<file path="config.mk">
export PLATFORM = sky130hd
export DESIGN_NAME = parachute_deploy_sequencer
export DESIGN_NICKNAME = d
export VERILOG_FILES = /design/src/design/pds_pkg.sv /design/src/design/parachute_deploy_sequencer.sv
export SDC_FILE = /design/constraint.sdc
export NUM_CORES = 1
export LEC_CHECK = 0
export ABC_CLOCK_PERIOD_IN_PS = 3440
export BUFFER_PORTS_ARGS = -buffer_cell sky130_fd_sc_hd__buf_2
export CAP_MARGIN = 20
export CORE_AREA = 2 2 139 141
export DETAILED_ROUTE_END_ITERATION = 10
export DIE_AREA = 0 0 141 143
export GPL_TIMING_DRIVEN = 0
export PLACE_DENSITY = 0.73
export SYNTH_ARGS = -nofsm -noshare
export SYNTH_HDL_FRONTEND = slang
export SYNTH_SLANG_ARGS = --single-unit
</file>
<file path="constraint.sdc">
create_clock -name clk -period 3.44 [get_ports clk]
set_clock_uncertainty 0.05 [all_clocks]
set_input_delay 0 -clock clk [delete_from_list [all_inputs] [get_ports clk]]
set_output_delay 0 -clock clk [all_outputs]
set_load 0.005 [all_outputs]
</file>
<file path="src/design/pds_pkg.sv">
// Package for the parachute deploy sequencer: timing constants, sequence states,
// command codes, the result record and the flight countdown table.
// No dependencies.
`timescale 1ns / 1ps
`default_nettype none

package pds_pkg;

	localparam int TICKS_PER_SEC = 1000;

	localparam int LEN_OPEN_MAX = (255 * TICKS_PER_SEC) / 10;
	localparam int LEN_MAX = (LEN_OPEN_MAX > 5 * TICKS_PER_SEC) ? LEN_OPEN_MAX
		: 5 * TICKS_PER_SEC;
	localparam int CNT_W = $clog2(LEN_MAX + 1);

	localparam logic [CNT_W-1:0] LEN_INIT = CNT_W'(1 * TICKS_PER_SEC);
	localparam logic [CNT_W-1:0] LEN_OPENING = CNT_W'(5 * TICKS_PER_SEC);
	localparam logic [CNT_W-1:0] LEN_CLOSING = CNT_W'(2 * TICKS_PER_SEC);

	localparam logic [7:0] SUB_WRITE = 8'h00;
	localparam logic [7:0] SUB_READ = 8'hff;

	localparam logic [2:0] KIND_TAKE_OFF = 3'd0;
	localparam logic [2:0] KIND_OPEN_TIME = 3'd1;
	localparam logic [2:0] KIND_STATE = 3'd2;
	localparam logic [2:0] KIND_APP_START = 3'd3;

	localparam logic MODE_TICK = 1'b0;

	localparam logic RES_PRESET = 1'b0;
	localparam logic RES_RESPONSE = 1'b1;

	typedef enum logic [2:0] {
		ST_INIT = 3'd0,
		ST_OPENING = 3'd1,
		ST_CLOSING = 3'd2,
		ST_WAITING = 3'd3,
		ST_FLIGHT = 3'd4,
		ST_PARACHUTE = 3'd5
	} seq_state_t;

	typedef struct packed {
		logic       result_kind;
		logic [2:0] container_num;
		logic [7:0] resp_source;
		logic [7:0] resp_dest;
		logic [2:0] resp_kind;
		logic [7:0] resp_arg_zero;
		logic [7:0] resp_arg_one;
		logic       resp_error;
		logic       last;
	} result_t;

	typedef logic [CNT_W-1:0] len_tab_t [256];

	function automatic len_tab_t build_flight_tab();
		len_tab_t tab;
		for (int i = 0; i < 256; i++) begin
			tab[i] = CNT_W'((longint'(i) * TICKS_PER_SEC) / 10);
		end
		return tab;
	endfunction

	localparam len_tab_t FLIGHT_LEN = build_flight_tab();

endpackage

`default_nettype wire

</file>
<file path="src/design/parachute_deploy_sequencer.sv">
// Parachute deploy sequencer: sequence state, countdown and open-time register,
// with a four-entry result queue toward the output channel.
// Depends on pds_pkg.
//
// A request is decoded in the cycle it is accepted, and its results are registered
// into the result queue. Throughput: one request per cycle while the result queue
// has room for two results; a take-off in the waiting state yields two results.
// Asynchronous active-low reset returns to the init state, unarmed, with no
// countdown, open time zero and an empty result queue.
`timescale 1ns / 1ps
`default_nettype none

module parachute_deploy_sequencer
	import pds_pkg::*;
(
	input  wire logic       clk,
	input  wire logic       arst_n,
	input  wire logic       in_valid,
	output logic            in_stall,
	input  wire logic       mode,
	input  wire logic [2:0] cmd_kind,
	input  wire logic [7:0] arg_zero,
	input  wire logic [7:0] arg_one,
	input  wire logic       is_response,
	input  wire logic [7:0] source_addr,
	input  wire logic [7:0] dest_addr,
	output logic            out_valid,
	input  wire logic       out_stall,
	output logic            result_kind,
	output logic [2:0]      container_num,
	output logic [7:0]      resp_source,
	output logic [7:0]      resp_dest,
	output logic [2:0]      resp_kind,
	output logic [7:0]      resp_arg_zero,
	output logic [7:0]      resp_arg_one,
	output logic            resp_error,
	output logic            last
);

	seq_state_t       state_q, state_nxt;
	logic             armed_q, armed_nxt;
	logic [CNT_W-1:0] countdown_q, countdown_nxt;
	logic             active_q, active_nxt;
	logic [7:0]       open_q, open_nxt;

	result_t    res_q [4];
	logic [1:0] wr_ptr_q;
	logic [1:0] rd_ptr_q;
	logic [2:0] count_q;

	result_t    res0, res1, preset;
	logic [1:0] n_push;
	logic       in_acc, out_acc;
	logic       do_enter, has_resp;
	seq_state_t enter_st;

	assign in_stall = (count_q > 3'd2);
	assign in_acc = in_valid && !in_stall;
	assign out_valid = (count_q != 3'd0);
	assign out_acc = out_valid && !out_stall;

	always_comb begin
		state_nxt = state_q;
		armed_nxt = armed_q;
		countdown_nxt = countdown_q;
		active_nxt = active_q;
		open_nxt = open_q;
		do_enter = 1'b0;
		has_resp = 1'b0;
		enter_st = ST_INIT;
		res0 = '0;
		res1 = '0;
		preset = '0;
		n_push = 2'd0;

		if (in_acc) begin
			if (mode == MODE_TICK) begin
				if (armed_q && active_q) begin
					if (countdown_q != '0) begin
						countdown_nxt = countdown_q - 1'b1;
					end else begin
						active_nxt = 1'b0;
						case (state_q)
							ST_INIT: begin
								enter_st = ST_OPENING;
								do_enter = 1'b1;
							end
							ST_OPENING: begin
								enter_st = ST_CLOSING;
								do_enter = 1'b1;
							end
							ST_CLOSING: begin
								enter_st = ST_WAITING;
								do_enter = 1'b1;
							end
							ST_FLIGHT: begin
								enter_st = ST_PARACHUTE;
								do_enter = 1'b1;
							end
							default: begin
							end
						endcase
					end
				end
			end else if (!is_response && cmd_kind != KIND_STATE) begin
				if (cmd_kind == KIND_APP_START) begin
					if (!armed_q) begin
						armed_nxt = 1'b1;
						enter_st = ST_INIT;
						do_enter = 1'b1;
					end
				end else begin
					has_resp = 1'b1;
					res0.result_kind = RES_RESPONSE;
					res0.resp_source = dest_addr;
					res0.resp_dest = source_addr;
					res0.resp_kind = cmd_kind;
					res0.resp_arg_zero = arg_zero;
					res0.resp_arg_one = arg_one;
					res0.last = 1'b1;
					if (cmd_kind == KIND_OPEN_TIME) begin
						if (arg_zero == SUB_WRITE) begin
							open_nxt = arg_one;
						end else if (arg_zero == SUB_READ) begin
							res0.resp_arg_one = open_q;
						end else begin
							res0.resp_error = 1'b1;
						end
					end
					if (cmd_kind == KIND_TAKE_OFF && armed_q && state_q == ST_WAITING) begin
						res0.last = 1'b0;
						enter_st = ST_FLIGHT;
						do_enter = 1'b1;
					end
				end
			end
		end

		if (do_enter) begin
			state_nxt = enter_st;
			countdown_nxt = '0;
			active_nxt = 1'b0;
			case (enter_st)
				ST_INIT: begin
					countdown_nxt = LEN_INIT;
					active_nxt = 1'b1;
				end
				ST_OPENING: begin
					countdown_nxt = LEN_OPENING;
					active_nxt = 1'b1;
				end
				ST_CLOSING: begin
					countdown_nxt = LEN_CLOSING;
					active_nxt = 1'b1;
				end
				ST_FLIGHT: begin
					countdown_nxt = FLIGHT_LEN[open_q];
					active_nxt = 1'b1;
				end
				default: begin
				end
			endcase
			preset.result_kind = RES_PRESET;
			preset.container_num = 3'(enter_st) + 3'd1;
			preset.last = 1'b1;
		end

		if (has_resp && do_enter) begin
			res1 = preset;
			n_push = 2'd2;
		end else if (has_resp) begin
			n_push = 2'd1;
		end else if (do_enter) begin
			res0 = preset;
			n_push = 2'd1;
		end
	end

	always_ff @(posedge clk or negedge arst_n) begin
		if (!arst_n) begin
			state_q <= ST_INIT;
			armed_q <= 1'b0;
			countdown_q <= '0;
			active_q <= 1'b0;
			open_q <= 8'd0;
			wr_ptr_q <= 2'd0;
			rd_ptr_q <= 2'd0;
			count_q <= 3'd0;
		end else begin
			state_q <= state_nxt;
			armed_q <= armed_nxt;
			countdown_q <= countdown_nxt;
			active_q <= active_nxt;
			open_q <= open_nxt;
			wr_ptr_q <= wr_ptr_q + n_push;
			if (out_acc) begin
				rd_ptr_q <= rd_ptr_q + 2'd1;
			end
			count_q <= count_q + {1'b0, n_push} - {2'b00, out_acc};
		end
	end

	always_ff @(posedge clk) begin
		if (n_push != 2'd0) begin
			res_q[wr_ptr_q] <= res0;
		end
		if (n_push == 2'd2) begin
			res_q[wr_ptr_q + 2'd1] <= res1;
		end
	end

	assign result_kind = res_q[rd_ptr_q].result_kind;
	assign container_num = res_q[rd_ptr_q].container_num;
	assign resp_source = res_q[rd_ptr_q].resp_source;
	assign resp_dest = res_q[rd_ptr_q].resp_dest;
	assign resp_kind = res_q[rd_ptr_q].resp_kind;
	assign resp_arg_zero = res_q[rd_ptr_q].resp_arg_zero;
	assign resp_arg_one = res_q[rd_ptr_q].resp_arg_one;
	assign resp_error = res_q[rd_ptr_q].resp_error;
	assign last = res_q[rd_ptr_q].last;

endmodule

`default_nettype wire
</file>
==> run summary <==
===========================================================================
Result of the run                                                 completed
Overall die height                                                   143 um
Number of unique standard cell types used by synthesis                   89
Antenna viol nets, final                                                  0
Number of synthesis warnings                                              0
Largest cells by area after synthesis                          dfxtp_1, a22o_1, mux4_2
Maximum number of pins on one net before global-route repair             36
Critical-path top delay cell                                        dfrtp_1
Routed vias/inst                                                      6.335
CTS buffer count                                                         17
Share of post-route cells with drive strength above 1                23.40%
Final cell count without fillers                                       1341
Total iterations of the first detailed-routing run                        5
Level count of the clock H-tree                                           4
Number of top-level pins                                                 84
Clock Tree Buf Depth                                                      2
Max Slew Vio Count                                                        0
Placed cell count                                                      1254
Die X                                                                141 um
Data arrival time of the critical path                              3560 ps
Min Tclk post-route                                                 3283 ps
CTS tree                                                               done
Sink count of the clock tree                                            199
Startpoint types                                                       flop
Detailed Route WL                                                  27540 um
Critical path buffer and inverter count                                   5
Startpoint-to-endpoint class of the critical path                   reg2reg
Initial Util                                                         53.41%
Via count of the first global-routing pass                             8257
Antenna Diode Count                                                       0
Area share of the largest cell type after synthesis                  29.85%
Worst min-delay path category                                        in2reg
Total die area                                                    20160 um2
Initial antenna violation count                                           0
Synth async-reset ratio                                              17.59%
Initial DRC count                                                       747
Number of failing hold endpoints at the final stage                       0
Syn_nets                                                               1000
Final net count                                                        1156
Maximum achievable frequency                                      304.6 MHz
Clock tree root buffer cell                                       clkbuf_16
DRC violation count after routing                                         0
Power per cell area                                            559.4 nW/um2
WP data required                                                    3720 ps
Sequential area share after synthesis                                43.52%
Flip-flop and latch count after synthesis                               199
Delay contributed by the slowest stage of the critical path          410 ps
Post-detailed-placement half-perimeter wirelength                  18690 um
Cell breakdown of the critical path                            inv_1 -> ha_1 -> nor4b_4 -> and3_4 -> a31oi_4 -> nor2_4 -> inv_4 -> buf_6 -> ha_2 -> inv_1 -> ha_1 -> inv_1 -> ha_1 -> fa_1 -> xnor2_1
Number of instances in the synthesized netlist                          938
Worst Hold Slack                                                   76.77 ps
Grt ovf                                                                   0
Finished Core Util                                                   64.00%
Transition at the pin with the smallest max-transition slack       887.8 ps
Worst supply voltage drop on vdd                                  0.3529 mV
Maximum fanout along the worst path                                      10
Core Area                                                         18580 um2
Global-route usage over all layers                                   27.49%
Wirelength per Cell                                                20.53 um
Number of port buffers                                                   81
Reported max-cap violation count                                          0
Worst skew pair latency                                              440 ps
Category of the worst setup path capture point                         flop
Number of enable flip-flop cells after synthesis                         16
Gp weighted congestion                                               0.9810
Netlist area before placement                                      9925 um2
Relative slew margins                                                40.68%
Flip-flop cell with the highest count after synthesis               dfxtp_1
Flop2flop setup slack                                                160 ps
Cell taking the most area after synthesis                           dfxtp_1
Share of the clock period used by the worst path                     95.45%
Number of standard-cell rows in the floorplan                            50
First-pass GRT wire length                                         43790 um
Syn_area_per_cell                                                 10.58 um2
Area added between synthesis and finish                              19.82%
Final-report setup violation count                                        0
CTS clock-pin slew for the worst setup and hold paths                 80 ps
Number of fillers in the final layout                                  1473
Via count                                                              8495
Kind of cell adding the most delay to the critical path         adder cells
TNS Setup                                                              0 ps
Pleak                                                              4.840 nW
===========================================================================
[Yosys cell counts (4+ instances only)]
master and instances:
a22o_1 134, or2_2 5, clkbuf_1 52, xor2_1 4, nor3b_1 5, mux2_2 5, a211o_1 4, dfrtp_1 35
nor4_1 4, a21oi_1 28, inv_1 28, ha_1 20, mux4_2 45, nor3_1 15, a221o_1 4, o22ai_1 11
o221ai_1 4, edfxtp_1 16, dfxtp_1 148, a2bb2oi_1 4, nand3_1 11, buf_1 4, nor2b_1 12, nand4_1 7
o21ai_0 55, buf_2 18, mux2i_1 10, a21o_1 6, a31oi_1 4, nand2b_1 15, nand3b_1 4, o211ai_1 12
xnor2_1 9, nand2_1 62, nor2_1 56
[sequential cells by signal, summed over array words and instances, names as in the netlist]
register and flops:
open_q 8, active_q 1, countdown_q 15, wr_ptr_q 2, res_q 164, armed_q 1, state_q 3, rd_ptr_q 2
count_q 3
[report_power, final]
| group | total [mW] | internal [mW] | switching, mW |
|---|---|---|---|
| combinational | 1.76 | 0.822 | 0.937 |
| sequential | 2.86 | 2.63 | 0.231 |
| clock | 2.03 | 1.02 | 1.01 |
[metal layers]
layer,vias up,part of all wire [%],track usage (%)
li1,3896,-,-
met1,4156,42,36.15
met5,-,0,0
met4,0,1.9,8.000
met3,54,6.5,3.890
met2,389,49,47.57
[tightest hold or removal path, cell delays in order]
cell	delay, ps
buf_2	130
nand2_1	90
nor3b_1	80
nand3_1	140
o21ai_0	90
[cell type report]
class	instances	area (um2)	share of cell area [%]
tap	234	292.8	2.462
inverter	29	111.4	0.9364
buffer	76	381.6	3.209
timing repair buffer	138	945.9	7.955
clock buffer	19	452.9	3.809
clock inverter	13	147.6	1.242
multi-input combinational	633	5240	44.07
sequential	199	4319	36.32
[timing repair]
action,4_1_cts,5_1_grt
gates resized for setup,37,29
endpoints found under the hold margin,154,0
hold buffers,41,0
pin swaps,7,4
endpoints found under the setup margin,173,146
setup buffers,10,5
[worst paths after layout]
check / startpoint / end / cells past startpoint
setup / recovery: countdown_q[0] / count_q[2] / 15
hold / removal: in_valid / res_q[1][19] / 5
setup reg to reg: countdown_q[0] / count_q[2] / 15
hold reg to reg: res_q[3][40] / res_q[3][40] / 1
max in group asynchronous: arst_n / open_q[2] / 2
min in group asynchronous: arst_n / countdown_q[13] / 2
[logic make-up after synthesis]
kind of cell / synth area share, %
XOR/XNOR: 1.147
AO/OA/AOI/OAI: 23.94
AND/OR/NAND/NOR: 12.46
buffers and inverters: 4.425
flip-flops: 43.52
multiplexers: 11.79
adder cells (fa/ha/maj): 2.723
[cell usage in the layout (no fill, tap or decap), types with 14 or more instances in the layout]
cell	Yosys	final
clkbuf_16	0	17
nand2b_1	15	14
clkbuf_1	52	36
nor3_1	15	15
ha_1	20	18
a22o_1	134	134
nor2_1	56	52
mux4_2	45	45
dfrtp_1	35	35
dlygate4sd3_1	0	41
edfxtp_1	16	16
o21ai_0	55	54
a21oi_1	28	28
nand2_1	62	62
dfxtp_1	148	148
inv_1	28	24
buf_2	18	102
buf_4	1	20
[metrics by stage]
step,setup slack [ps],cell area (um2),total power [mW]
2_1_floorplan,206.1,9925,4.047
3_3_place_gp,-815.1,10620,4.503
3_5_place_dp,-841.5,10630,4.545
4_1_cts,-5.913,11800,6.647
5_1_grt,-12.82,11890,6.966
6_report,156.7,11890,6.653
No activity file was read; power rests on OpenSTA's default activity.
